[src/hdl/txrcp_pkg.sv]
`default_nettype none

package txrcp_pkg;

    localparam int RING_DEPTH  = 256;
    localparam int CHUNK_BYTES = 63;

    localparam int IDX_W  = $clog2(RING_DEPTH);
    localparam int RUN_W  = $clog2(CHUNK_BYTES + 1);
    localparam int CALC_W = (IDX_W + 1 > 9) ? IDX_W + 1 : 9;

    localparam logic [1:0] KIND_ACCEPT = 2'd0;
    localparam logic [1:0] KIND_REFUSE = 2'd1;
    localparam logic [1:0] KIND_CHUNK  = 2'd2;

    localparam logic CMD_BYTE = 1'b0;
    localparam logic CMD_DONE = 1'b1;

    typedef enum logic [2:0] {
        ST_IDLE,
        ST_ADMIT,
        ST_PUMP_START,
        ST_PUMP_READ,
        ST_PUMP_LOAD
    } state_t;

    function automatic logic [IDX_W-1:0] idx_inc(input logic [IDX_W-1:0] i);
        if (i == IDX_W'(RING_DEPTH - 1))
            return '0;
        else
            return i + 1'b1;
    endfunction

endpackage

`default_nettype wire

[src/hdl/tx_frame_ring_chunk_pump_top.sv]
// order: an admission result is registered in ST_ADMIT after its transaction; the first
// chunk byte passes ST_PUMP_START, ST_PUMP_READ and ST_PUMP_LOAD, each later byte again
// ST_PUMP_READ and ST_PUMP_LOAD; a frame byte is taken in ST_IDLE and also passes ST_ADMIT
// when it opens a frame; no new input is taken while the pump runs; the pace is set by the
// registered read of the ring memory and one output register; a stalled receiver holds ST_ADMIT and ST_PUMP_LOAD
// reset: pointers and flags clear at once; the output payload and ring memory are not cleared
`default_nettype none

module tx_frame_ring_chunk_pump_top (
    input  wire logic       clk,
    input  wire logic       rst_n,
    input  wire logic       in_valid,
    output logic            in_ready,
    input  wire logic       command,
    input  wire logic [7:0] data_byte,
    input  wire logic       first_of_frame,
    input  wire logic       last_of_frame,
    input  wire logic [7:0] frame_length,
    output logic            out_valid,
    input  wire logic       out_ready,
    output logic [1:0]      kind,
    output logic [7:0]      out_byte,
    output logic            last_of_chunk
);

    localparam int IDX_W  = txrcp_pkg::IDX_W;
    localparam int RUN_W  = txrcp_pkg::RUN_W;
    localparam int CALC_W = txrcp_pkg::CALC_W;

    logic [7:0] ring_mem [txrcp_pkg::RING_DEPTH];

    txrcp_pkg::state_t state_reg, state_next;
    logic [IDX_W-1:0]  head_reg, head_next;
    logic [IDX_W-1:0]  tail_reg, tail_next;
    logic              in_flight_reg, in_flight_next;
    logic              discard_reg, discard_next;
    logic [7:0]        left_reg, left_next;
    logic              pump_req_reg, pump_req_next;
    logic [1:0]        admit_kind_reg, admit_kind_next;
    logic [RUN_W-1:0]  run_reg, run_next;
    logic              last_rd_reg, last_rd_next;

    logic              out_valid_reg, out_valid_next;
    logic [1:0]        kind_reg, kind_next;
    logic [7:0]        byte_reg, byte_next;
    logic              last_reg, last_next;

    logic              mem_we;
    logic              mem_re;
    logic [7:0]        rdata_reg;

    logic              out_free;
    logic [CALC_W-1:0] head_ext, tail_ext, depth_ext, len_ext;
    logic [CALC_W-1:0] used, to_end, free_slots, run_calc;

    assign in_ready      = (state_reg == txrcp_pkg::ST_IDLE);
    assign out_valid     = out_valid_reg;
    assign kind          = kind_reg;
    assign out_byte      = byte_reg;
    assign last_of_chunk = last_reg;
    assign out_free      = !out_valid_reg || out_ready;

    always_comb
    begin
        head_ext  = CALC_W'(head_reg);
        tail_ext  = CALC_W'(tail_reg);
        depth_ext = CALC_W'(txrcp_pkg::RING_DEPTH);
        len_ext   = CALC_W'(frame_length);
        if (head_reg >= tail_reg)
            used = head_ext - tail_ext;
        else
            used = head_ext + depth_ext - tail_ext;
        if (tail_reg > head_reg)
            free_slots = tail_ext - head_ext - 1'b1;
        else
            free_slots = tail_ext + depth_ext - head_ext - 1'b1;
        to_end   = depth_ext - tail_ext;
        run_calc = (to_end < used) ? to_end : used;
        if (run_calc > CALC_W'(txrcp_pkg::CHUNK_BYTES))
            run_calc = CALC_W'(txrcp_pkg::CHUNK_BYTES);
    end

    always_comb
    begin
        state_next      = state_reg;
        head_next       = head_reg;
        tail_next       = tail_reg;
        in_flight_next  = in_flight_reg;
        discard_next    = discard_reg;
        left_next       = left_reg;
        pump_req_next   = pump_req_reg;
        admit_kind_next = admit_kind_reg;
        run_next        = run_reg;
        last_rd_next    = last_rd_reg;
        out_valid_next  = out_valid_reg && !out_ready;
        kind_next       = kind_reg;
        byte_next       = byte_reg;
        last_next       = last_reg;
        mem_we          = 1'b0;
        mem_re          = 1'b0;

        unique case (state_reg)
            txrcp_pkg::ST_IDLE:
            begin
                if (in_valid)
                begin
                    if (command == txrcp_pkg::CMD_DONE)
                    begin
                        in_flight_next = 1'b0;
                        state_next     = txrcp_pkg::ST_PUMP_START;
                    end
                    else
                    begin
                        pump_req_next = 1'b0;
                        if (first_of_frame)
                        begin
                            if (len_ext >= depth_ext || len_ext > free_slots)
                            begin
                                discard_next    = 1'b1;
                                left_next       = '0;
                                admit_kind_next = txrcp_pkg::KIND_REFUSE;
                            end
                            else
                            begin
                                discard_next    = 1'b0;
                                left_next       = frame_length;
                                admit_kind_next = txrcp_pkg::KIND_ACCEPT;
                            end
                        end
                        if (!discard_next && left_next != '0)
                        begin
                            mem_we    = 1'b1;
                            head_next = txrcp_pkg::idx_inc(head_reg);
                            left_next = left_next - 1'b1;
                        end
                        if (last_of_frame)
                        begin
                            left_next = '0;
                            if (discard_next)
                                discard_next = 1'b0;
                            else
                                pump_req_next = 1'b1;
                        end
                        if (first_of_frame)
                            state_next = txrcp_pkg::ST_ADMIT;
                        else if (pump_req_next)
                            state_next = txrcp_pkg::ST_PUMP_START;
                    end
                end
            end
            txrcp_pkg::ST_ADMIT:
            begin
                if (out_free)
                begin
                    out_valid_next = 1'b1;
                    kind_next      = admit_kind_reg;
                    byte_next      = '0;
                    last_next      = 1'b0;
                    state_next     = pump_req_reg ? txrcp_pkg::ST_PUMP_START
                                                  : txrcp_pkg::ST_IDLE;
                end
            end
            txrcp_pkg::ST_PUMP_START:
            begin
                if (in_flight_reg || tail_reg == head_reg)
                    state_next = txrcp_pkg::ST_IDLE;
                else
                begin
                    run_next       = RUN_W'(run_calc);
                    in_flight_next = 1'b1;
                    state_next     = txrcp_pkg::ST_PUMP_READ;
                end
            end
            txrcp_pkg::ST_PUMP_READ:
            begin
                mem_re       = 1'b1;
                tail_next    = txrcp_pkg::idx_inc(tail_reg);
                run_next     = run_reg - 1'b1;
                last_rd_next = (run_reg == RUN_W'(1));
                state_next   = txrcp_pkg::ST_PUMP_LOAD;
            end
            txrcp_pkg::ST_PUMP_LOAD:
            begin
                if (out_free)
                begin
                    out_valid_next = 1'b1;
                    kind_next      = txrcp_pkg::KIND_CHUNK;
                    byte_next      = rdata_reg;
                    last_next      = last_rd_reg;
                    state_next     = last_rd_reg ? txrcp_pkg::ST_IDLE
                                                 : txrcp_pkg::ST_PUMP_READ;
                end
            end
            default:
            begin
                state_next = txrcp_pkg::ST_IDLE;
            end
        endcase
    end

    always_ff @(posedge clk or negedge rst_n)
    begin
        if (!rst_n)
        begin
            state_reg      <= txrcp_pkg::ST_IDLE;
            head_reg       <= '0;
            tail_reg       <= '0;
            in_flight_reg  <= 1'b0;
            discard_reg    <= 1'b0;
            left_reg       <= '0;
            pump_req_reg   <= 1'b0;
            run_reg        <= '0;
            last_rd_reg    <= 1'b0;
            out_valid_reg  <= 1'b0;
        end
        else
        begin
            state_reg      <= state_next;
            head_reg       <= head_next;
            tail_reg       <= tail_next;
            in_flight_reg  <= in_flight_next;
            discard_reg    <= discard_next;
            left_reg       <= left_next;
            pump_req_reg   <= pump_req_next;
            run_reg        <= run_next;
            last_rd_reg    <= last_rd_next;
            out_valid_reg  <= out_valid_next;
        end
    end

    always_ff @(posedge clk)
    begin
        admit_kind_reg <= admit_kind_next;
        kind_reg       <= kind_next;
        byte_reg       <= byte_next;
        last_reg       <= last_next;
    end

    // ring memory, one write and one registered read port
    always_ff @(posedge clk)
    begin
        if (mem_we)
            ring_mem[head_reg] <= data_byte;
        if (mem_re)
            rdata_reg <= ring_mem[tail_reg];
    end

endmodule

`default_nettype wire

[config.mk]
export PLATFORM = sky130hd
export DESIGN_NAME = tx_frame_ring_chunk_pump_top
export DESIGN_NICKNAME = d
export VERILOG_FILES = /design/src/hdl/txrcp_pkg.sv /design/src/hdl/tx_frame_ring_chunk_pump_top.sv
export SDC_FILE = /design/constraint.sdc
export NUM_CORES = 2
export LEC_CHECK = 0
export BUFFER_PORTS_ARGS = -buffer_cell sky130_fd_sc_hd__buf_2
export CAP_MARGIN = 20
export CORE_MARGIN = 5
export CORE_UTILIZATION = 50
export CTS_BUF_LIST = sky130_fd_sc_hd__clkbuf_4 sky130_fd_sc_hd__clkbuf_8
export CTS_CLUSTER_SIZE = 8
export DETAILED_ROUTE_END_ITERATION = 10
export PLACE_DENSITY = 0.76
export SYNTH_ARGS = -nofsm -noshare
export SYNTH_HDL_FRONTEND = slang
export SYNTH_SLANG_ARGS = --single-unit
[constraint.sdc]
create_clock -name clk -period 5 [get_ports clk]
set_input_delay 1 -clock clk [delete_from_list [all_inputs] [get_ports clk]]
set_output_delay 1 -clock clk [all_outputs]
set_load 0.02 [all_outputs]
# After elaboration in Yosys (flattened, before gate mapping)
# Memory sizes are Yosys's and may differ from the RTL's. A register that Yosys moved wholly into a read port is not among the register bits.
# Index checks and enable logic that the tools add are counted.
totals:
  register_bits: 51
  ram_bits: 2048
  inputBits: 23
  output_inout_bits: 13
  wordCells: 129
  n_memories: 1
mem_list:
  columns: ["memory", "depth", "word_bits", "read_ports", "rd_clocked_by_memory_dff", "wr", "line_no", "source"]
  rows:
  - ["ring_mem", 256, 8, 1, 1, 1, "tx_frame_ring_chunk_pump_top.sv:30", "logic [7:0] ring_mem [txrcp_pkg::RING_DEPTH];"]
classes:
  addsub: 13
  order_cmp: 6
  eq_ne: 14
  mux: 59
  bitwise: 1
  reduce_logical: 21
ops:
  columns: ["operator", "n"]
  rows:
  - ["8-bit two-way mux", 11]
  - ["9-bit two-way mux", 3]
  - ["1-bit two-way mux", 26]
  - ["8-bit by 9-bit adder with 9-bit output (second input constant)", 2]
  - ["3-bit two-way mux", 6]
  - ["8-bit by 8-bit subtractor with 9-bit output", 2]
  - ["9-bit by 1-bit subtractor with 9-bit output (second input constant)", 2]
  - ["9-bit by 8-bit subtractor with 9-bit output", 2]
  - ["8-bit by 1-bit adder with 8-bit output (second input constant)", 2]
  - ["8-bit equality test (second input constant)", 2]
  - ["8-bit one-hot mux with 2 select lines", 1]
  - ["4-bit AND reduction", 4]
  - ["3-bit one-hot mux with 5 select lines", 1]
  - ["6-bit two-way mux", 2]
  - ["6-bit one-hot mux with 2 select lines", 1]
  - ["2-bit two-way mux", 5]
  - ["8-bit by 9-bit >= comparator with 1-bit output (second input constant)", 1]
  - ["8-bit by 9-bit greater-than comparator with 1-bit output", 1]
  - ["9-bit by 6-bit greater-than comparator with 1-bit output (second input constant)", 1]
  - ["9-bit < comparator", 1]
  - ["9-bit by 8-bit subtractor with 9-bit output (first input constant)", 1]
  - ["8-bit equality test", 1]
  - ["8-bit >= comparator", 1]
  - ["8-bit greater-than comparator", 1]
  - ["other kinds (21)", 34]

# Logic depth before layout (Yosys ltp)
logic_depth:
  ltp_word: 21
  mapped_depth: 23
  ltp_nobuf: 21

# Worst setup path after synthesis
# Ideal clock, no wire load.
synth_path:
  path_type: "reg2reg"
  from: "register head_reg[2]"
  to: "memory ring_mem[176][0] (enable)"
  setup_ns: 0.383
  arrival_time_ns: 4.937
  t_required_ns: 4.617
  path_slack_ns: -0.321
  stages_incl_launch_ff: 24
  n_path_buf: 4
  cell_sequence: "dfrtp_1 > clkbuf_1 > inv_1 > ha_1 > buf_2 > a21o_1 > a21o_1 > a21o_1 > a21oi_1 > xor2_1 > ha_1 > a21o_1 > a21oi_1 > a21oi_1 > o21ai_0 > a31oi_1 > ha_1 > o21ai_0 > o21ai_0 > nor2_1 > nand2_2 > buf_2 > buf_2 > nor3_1"
synth_between:
  elab_chain_cells: 18
  elab_cells_between_ends: 27
synth_rtl:
  columns: ["element", "line_no", "source"]
  rows:
  - ["start, declared", "tx_frame_ring_chunk_pump_top.sv:33", "logic [IDX_W-1:0] head_reg, head_next;"]
  - ["start signal, assigned", "tx_frame_ring_chunk_pump_top.sv:219", "head_reg <= head_next;"]
  - ["9-bit by 8-bit subtractor with 9-bit output or 8-bit by 8-bit subtractor with 9-bit output (tied branches)", "tx_frame_ring_chunk_pump_top.sv:76, tx_frame_ring_chunk_pump_top.sv:74", null]
  - ["9-bit by 1-bit subtractor with 9-bit output, on equally long branches", "tx_frame_ring_chunk_pump_top.sv:76, tx_frame_ring_chunk_pump_top.sv:74", null]
  - ["9-bit two-way mux", "tx_frame_ring_chunk_pump_top.sv:73", "if (tail_reg > head_reg)"]
  - ["8-bit by 9-bit greater-than comparator with 1-bit output", "tx_frame_ring_chunk_pump_top.sv:117", "if (len_ext >= depth_ext || len_ext > free_slots)"]
  - ["1-bit logical OR", "tx_frame_ring_chunk_pump_top.sv:117", null]
  - ["8-bit two-way mux or 1-bit two-way mux (tied branches)", "tx_frame_ring_chunk_pump_top.sv:117", null]
  - ["8-bit two-way mux or 1-bit two-way mux (tied branches)", "tx_frame_ring_chunk_pump_top.sv:115", "if (first_of_frame)"]
  - ["8-bit two-way mux or 1-bit two-way mux (tied branches)", "tx_frame_ring_chunk_pump_top.sv:107", "if (command == txrcp_pkg::CMD_DONE)"]
  - ["(+2 left out)", null, null]
  - ["8-bit nonzero test or 1-bit zero test (tied branches)", "tx_frame_ring_chunk_pump_top.sv:130", "if (!discard_next && left_next != '0)"]
  - ["1-bit logical AND", "tx_frame_ring_chunk_pump_top.sv:130", null]
  - ["1-bit two-way mux", "tx_frame_ring_chunk_pump_top.sv:130", null]
  - ["1-bit two-way mux", "tx_frame_ring_chunk_pump_top.sv:107", null]
  - ["1-bit two-way mux", "tx_frame_ring_chunk_pump_top.sv:105", "if (in_valid)"]
  - ["1-bit two-way mux", "tx_frame_ring_chunk_pump_top.sv:102", "unique case (state_reg)"]
  - ["1-bit two-way mux", "tx_frame_ring_chunk_pump_top.sv:242", "if (mem_we)"]
  - ["1-bit two-way mux (implied by the code)", "tx_frame_ring_chunk_pump_top.sv:243", "ring_mem[head_reg] <= data_byte;"]
  - ["end, declared", "tx_frame_ring_chunk_pump_top.sv:30", null]
# Several ways; a longest one is shown, not always the timed one. The select of a mux whose other input is x is not followed.

# Final worst setup path
layout_path:
  from: "register tail_reg[0]"
  to: "memory ring_mem[114][2] (enable)"
layout_between:
  elab_chain_cells: 19
  elab_cells_between_ends: 28
layout_rtl:
  columns: ["element", "line_no", "source"]
  rows:
  - ["start, declared", "tx_frame_ring_chunk_pump_top.sv:34", "logic [IDX_W-1:0] tail_reg, tail_next;"]
  - ["start signal, assigned", "tx_frame_ring_chunk_pump_top.sv:220", "tail_reg <= tail_next;"]
  - ["8-bit by 9-bit adder with 9-bit output", "tx_frame_ring_chunk_pump_top.sv:76", "free_slots = tail_ext + depth_ext - head_ext - 1'b1;"]
  - ["9-bit by 8-bit subtractor with 9-bit output", "tx_frame_ring_chunk_pump_top.sv:76", null]
  - ["9-bit by 1-bit subtractor with 9-bit output", "tx_frame_ring_chunk_pump_top.sv:76", null]
  - ["9-bit two-way mux (*)", "tx_frame_ring_chunk_pump_top.sv:73", null]
  - ["8-bit by 9-bit greater-than comparator with 1-bit output (*)", "tx_frame_ring_chunk_pump_top.sv:117", null]
  - ["1-bit logical OR (*)", "tx_frame_ring_chunk_pump_top.sv:117", null]
  - ["8-bit two-way mux or 1-bit two-way mux (tied branches)", "tx_frame_ring_chunk_pump_top.sv:117", null]
  - ["8-bit two-way mux or 1-bit two-way mux (tied branches)", "tx_frame_ring_chunk_pump_top.sv:115", null]
  - ["(+3 left out)", null, null]
  - ["8-bit nonzero test or 1-bit zero test (tied branches)", "tx_frame_ring_chunk_pump_top.sv:130", null]
  - ["1-bit logical AND (*)", "tx_frame_ring_chunk_pump_top.sv:130", null]
  - ["1-bit two-way mux (*)", "tx_frame_ring_chunk_pump_top.sv:130", null]
  - ["1-bit two-way mux (*)", "tx_frame_ring_chunk_pump_top.sv:107", null]
  - ["1-bit two-way mux (*)", "tx_frame_ring_chunk_pump_top.sv:105", null]
  - ["1-bit two-way mux (*)", "tx_frame_ring_chunk_pump_top.sv:102", null]
  - ["1-bit two-way mux (*)", "tx_frame_ring_chunk_pump_top.sv:242", null]
  - ["1-bit two-way mux (implied by the code) (*)", "tx_frame_ring_chunk_pump_top.sv:243", null]
# Every way passes the cells marked *; elsewhere a longest branch is shown, timed or not. The select of a mux whose other input is x is not followed.

==> flow_metrics.py <==
metrics = {
    "run_status": {
        "outcome": "finished, violations left",
        "violations": "capacitance limit, slew limit",
    },
    "floorplanning": {
        "die_height_um": 418,
        "die-area_mm2": 0.174,
        "placementRows": 149,
        "start_util_pct": 50.3,
        "design.core.area_mm2": 0.165,
        "io_pins": 36,
        "die_w_um": 418,
    },
    "layout": {
        "fillCellCount": 11075,
        "drive_gt1_share_pct": 37.0,
        "fin_cells": 6954,
        "final_cell_area_mm2": 0.0979,
        "nets": 4688,
        "largest-register": "ring_mem",
        "syn_to_final_growth_pct": 17.8,
        "largest_reg_flops": 2048,
    },
    "placed_design": {
        "dp_hpwl_um": 122000,
        "gp_congestion": 0.859,
        "place_inst": 6412,
        "portBuffers": 35,
        "dpl_cell_area_mm2": 0.0885,
    },
    "timing": {
        "finalHoldViolCount": 0,
        "drv_slew": 17,
        "slew_headroom_pct": -1.58,
        "rsz0062_at_grt": "yes",
        "tightestPinTransition_ps": 1520,
        "whs_ps": 96.4,
        "finalCriticalPeriod_ps": 4990,
        "fin_skew_ps": 65.7,
        "max_freq_ghz": 0.200,
        "finalCritPeriodShare_pct": 99.8,
        "setup-tns-final_ps": 0,
        "final-setup-viol-count": 0,
    },
    "power": {
        "power_density_mw_per_mm2": 463,
        "leakagePower_uw": 0.0323,
        "p_total_uw": 45400,
        "peakVddDrop_mv": 0.462,
    },
    "route": {
        "route.detailed.drc": 0,
        "vias": 45601,
        "routedWlPerCell_um": 31.2,
        "routed_via_density": 6.56,
        "routed_wl_um": 217000,
        "first_pass_iters": 8,
        "detail-route-antenna-nets": 0,
        "drt-initial-drc-count": 7111,
    },
    "clock_tree": {
        "path_clk_slew_ps": 60,
        "insertion_delay_ps": 1050,
        "hold_buffers": 0,
        "clock_sink_count": 2106,
        "root_buffer": "clkbuf_8",
        "htree_levels": 5,
        "cts_tree": "yes",
        "cts_buffers": 337,
        "cts.path.max_buffers": 4,
    },
    "global_route": {
        "grt_pass1_wl_um": 307000,
        "overflow": 0,
        "grt_util_all_layers_pct": 24.0,
        "antenna_found_initial": 5,
        "grt_max_degree": 141,
        "grt_pass1_vias": 44948,
    },
    "logic_synthesis": {
        "yosysSeqAreaShare_pct": 75.9,
        "synth_seq_cells": 2106,
        "synth_ff_type": "edfxtp_1",
        "syn_nets": 4081,
        "synthCells": 4013,
        "synth_edf_count": 2068,
        "syn_avg_cell_area_um2": 20.7,
        "syn_area_mm2": 0.0831,
        "yosys.cell_types.count": 63,
        "async_flop_share_pct": 1.80,
        "yosysWarnings": 0,
    },
    "job": {
        "drv_cap": 1,
    },
    "worst_hold_path": {
        "hold_class": "in -> async",
    },
    "worst_setup_path": {
        "end_kind": "flop",
        "cp_data_arrival_time_ps": 5710,
        "cpMostUsedCell": "a21o_1",
        "cp_slowest_stage_delay_ps": 490,
        "slowest_stage": "dfrtp_4",
        "crit_family": "compound AO/OA/AOI/OAI gates",
        "cp.buffers_inverters": 5,
        "start_kind": "flop",
        "cp.required_ps": 5710,
        "cp_cell_sequence": "ha_4 > fa_2 > a21o_1 > a21o_1 > a21o_1 > a21oi_2 > xor2_1 > ha_1 > a21o_1 > a21oi_2 > a21oi_2 > o21ai_2 > a31oi_2 > ha_2 > o21ai_2 > o21ai_2 > nor2_2 > buf_6 > nand2_8 > buf_12 > buf_12 > clkbuf_16 > nor3_1 > buf_4",
        "crit_type": "reg -> reg",
        "path_max_fanout": 10,
    },
}
## cell families (layout without fill, tap and decap cells)
group / count (synthesis) / count (layout) / share of synthesized area, %
compound gates: 488 / 488 / 4.26
xor+xnor: 37 / 37 / 0.390
fa+ha+maj: 45 / 45 / 0.695
buf+inv: 308 / 1058 / 1.79
flops: 2106 / 2106 / 75.9
mux: 521 / 521 / 14.0
other cells: 0 / 2 / 0
simple gates: 508 / 508 / 3.01
## where the power goes
| group | internal [uW] | total [uW] | switching [uW] |
|---|---|---|---|
| Sequential | 19600 | 19700 | 125 |
| Combinational | 5210 | 12400 | 7150 |
| Clock | 7050 | 13300 | 6260 |
## cell usage after synthesis, types with 2 or more instances
cell type	instances	share of area [%]
a211oi_1	4	0.036
a21o_1	10	0.090
a21oi_1	88	0.53
a221oi_1	64	0.67
a22o_1	68	0.72
a22oi_1	130	1.2
a31oi_1	6	0.045
a32o_1	2	0.024
and2_1	11	0.083
and3_1	5	0.038
buf_1	29	0.13
buf_2	64	0.39
buf_4	14	0.13
buf_6	26	0.35
clkbuf_1	140	0.63
clkinv_1	3	0.014
dfrtp_1	38	1.1
edfxtp_1	2068	75
fa_1	2	0.048
ha_1	43	0.65
inv_1	31	0.14
mux2_2	2	0.027
mux2i_1	6	0.072
mux4_2	513	14
nand2_1	64	0.29
nand2b_1	2	0.015
nand3_1	30	0.18
nand3b_1	2	0.018
nand4_1	8	0.060
nor2_1	56	0.25
nor2b_1	10	0.075
nor3_1	293	1.8
nor3b_1	8	0.072
nor4_1	6	0.045
o211ai_1	4	0.036
o21a_1	5	0.045
o21ai_0	35	0.21
o21bai_1	2	0.018
o221ai_1	24	0.25
o22ai_1	24	0.18
o31ai_1	10	0.090
or3_1	7	0.053
xnor2_1	27	0.28
xor2_1	10	0.11
## per-layer routing
metal / vias up / GRT usage (%) / wire, um
met5: - / 0 / 16
met4: 2 / 9.08 / 9350
met3: 553 / 6.12 / 27200
met2: 3571 / 37.4 / 104000
met1: 23273 / 33.1 / 76500
li1: 18202 / - / -
## cell type report
type	count	area [um^2]	area share [%]
Antenna cell	2	5.00	0.00511
Clock buffer	431	5400	5.52
Clock inverter	51	297	0.303
Inverter	35	131	0.134
Multi-Input combinational cell	1599	20600	21.0
Sequential cell	2106	63100	64.4
Tap cell	2189	2740	2.80
Timing Repair Buffer	541	5660	5.79
## what timing repair did
action                                  4_1_cts  5_1_grt
gates resized for setup                     176      391
buffers inserted                             13       17
cloned                                        6       20
pin swaps                                    11       75
endpoints found under the setup margin     2049     2057
## per-stage QoR
stage,setup slack (ps),utilization (%)
floorplan,-321,-
global placement,-441,53.6
detailed placement,-654,53.6
CTS,-35.8,57.7
global route,-97.4,59.3
finish,8.00,59.3
## final timing paths
kind / start / to / slack (ps) / cells after the start
worst max-delay path: tail_reg[0] / ring_mem[114][2] / 8 / 24
worst min-delay path: rst_n / head_reg[2] / 100 / 1
worst max register to register: tail_reg[0] / ring_mem[114][2] / 8 / 24
worst min register to register: run_reg[5] / last_rd_reg / 490 / 1
max in group asynchronous: rst_n / tail_reg[1] / 4210 / 1
min in group clk: command / in_flight_reg / 320 / 4
## cells in the final DEF, fill, tap and decap left out, types with 68 or more instances in the layout
cell type and instances:
nor3_4 119, nor3_2 108, clkbuf_8 349, a22oi_1 130, edfxtp_1 2068, a21oi_1 85, mux4_2 513, buf_4 278
clkbuf_4 85, buf_6 164, a22o_1 68
(Power assumes the default switching activity.)
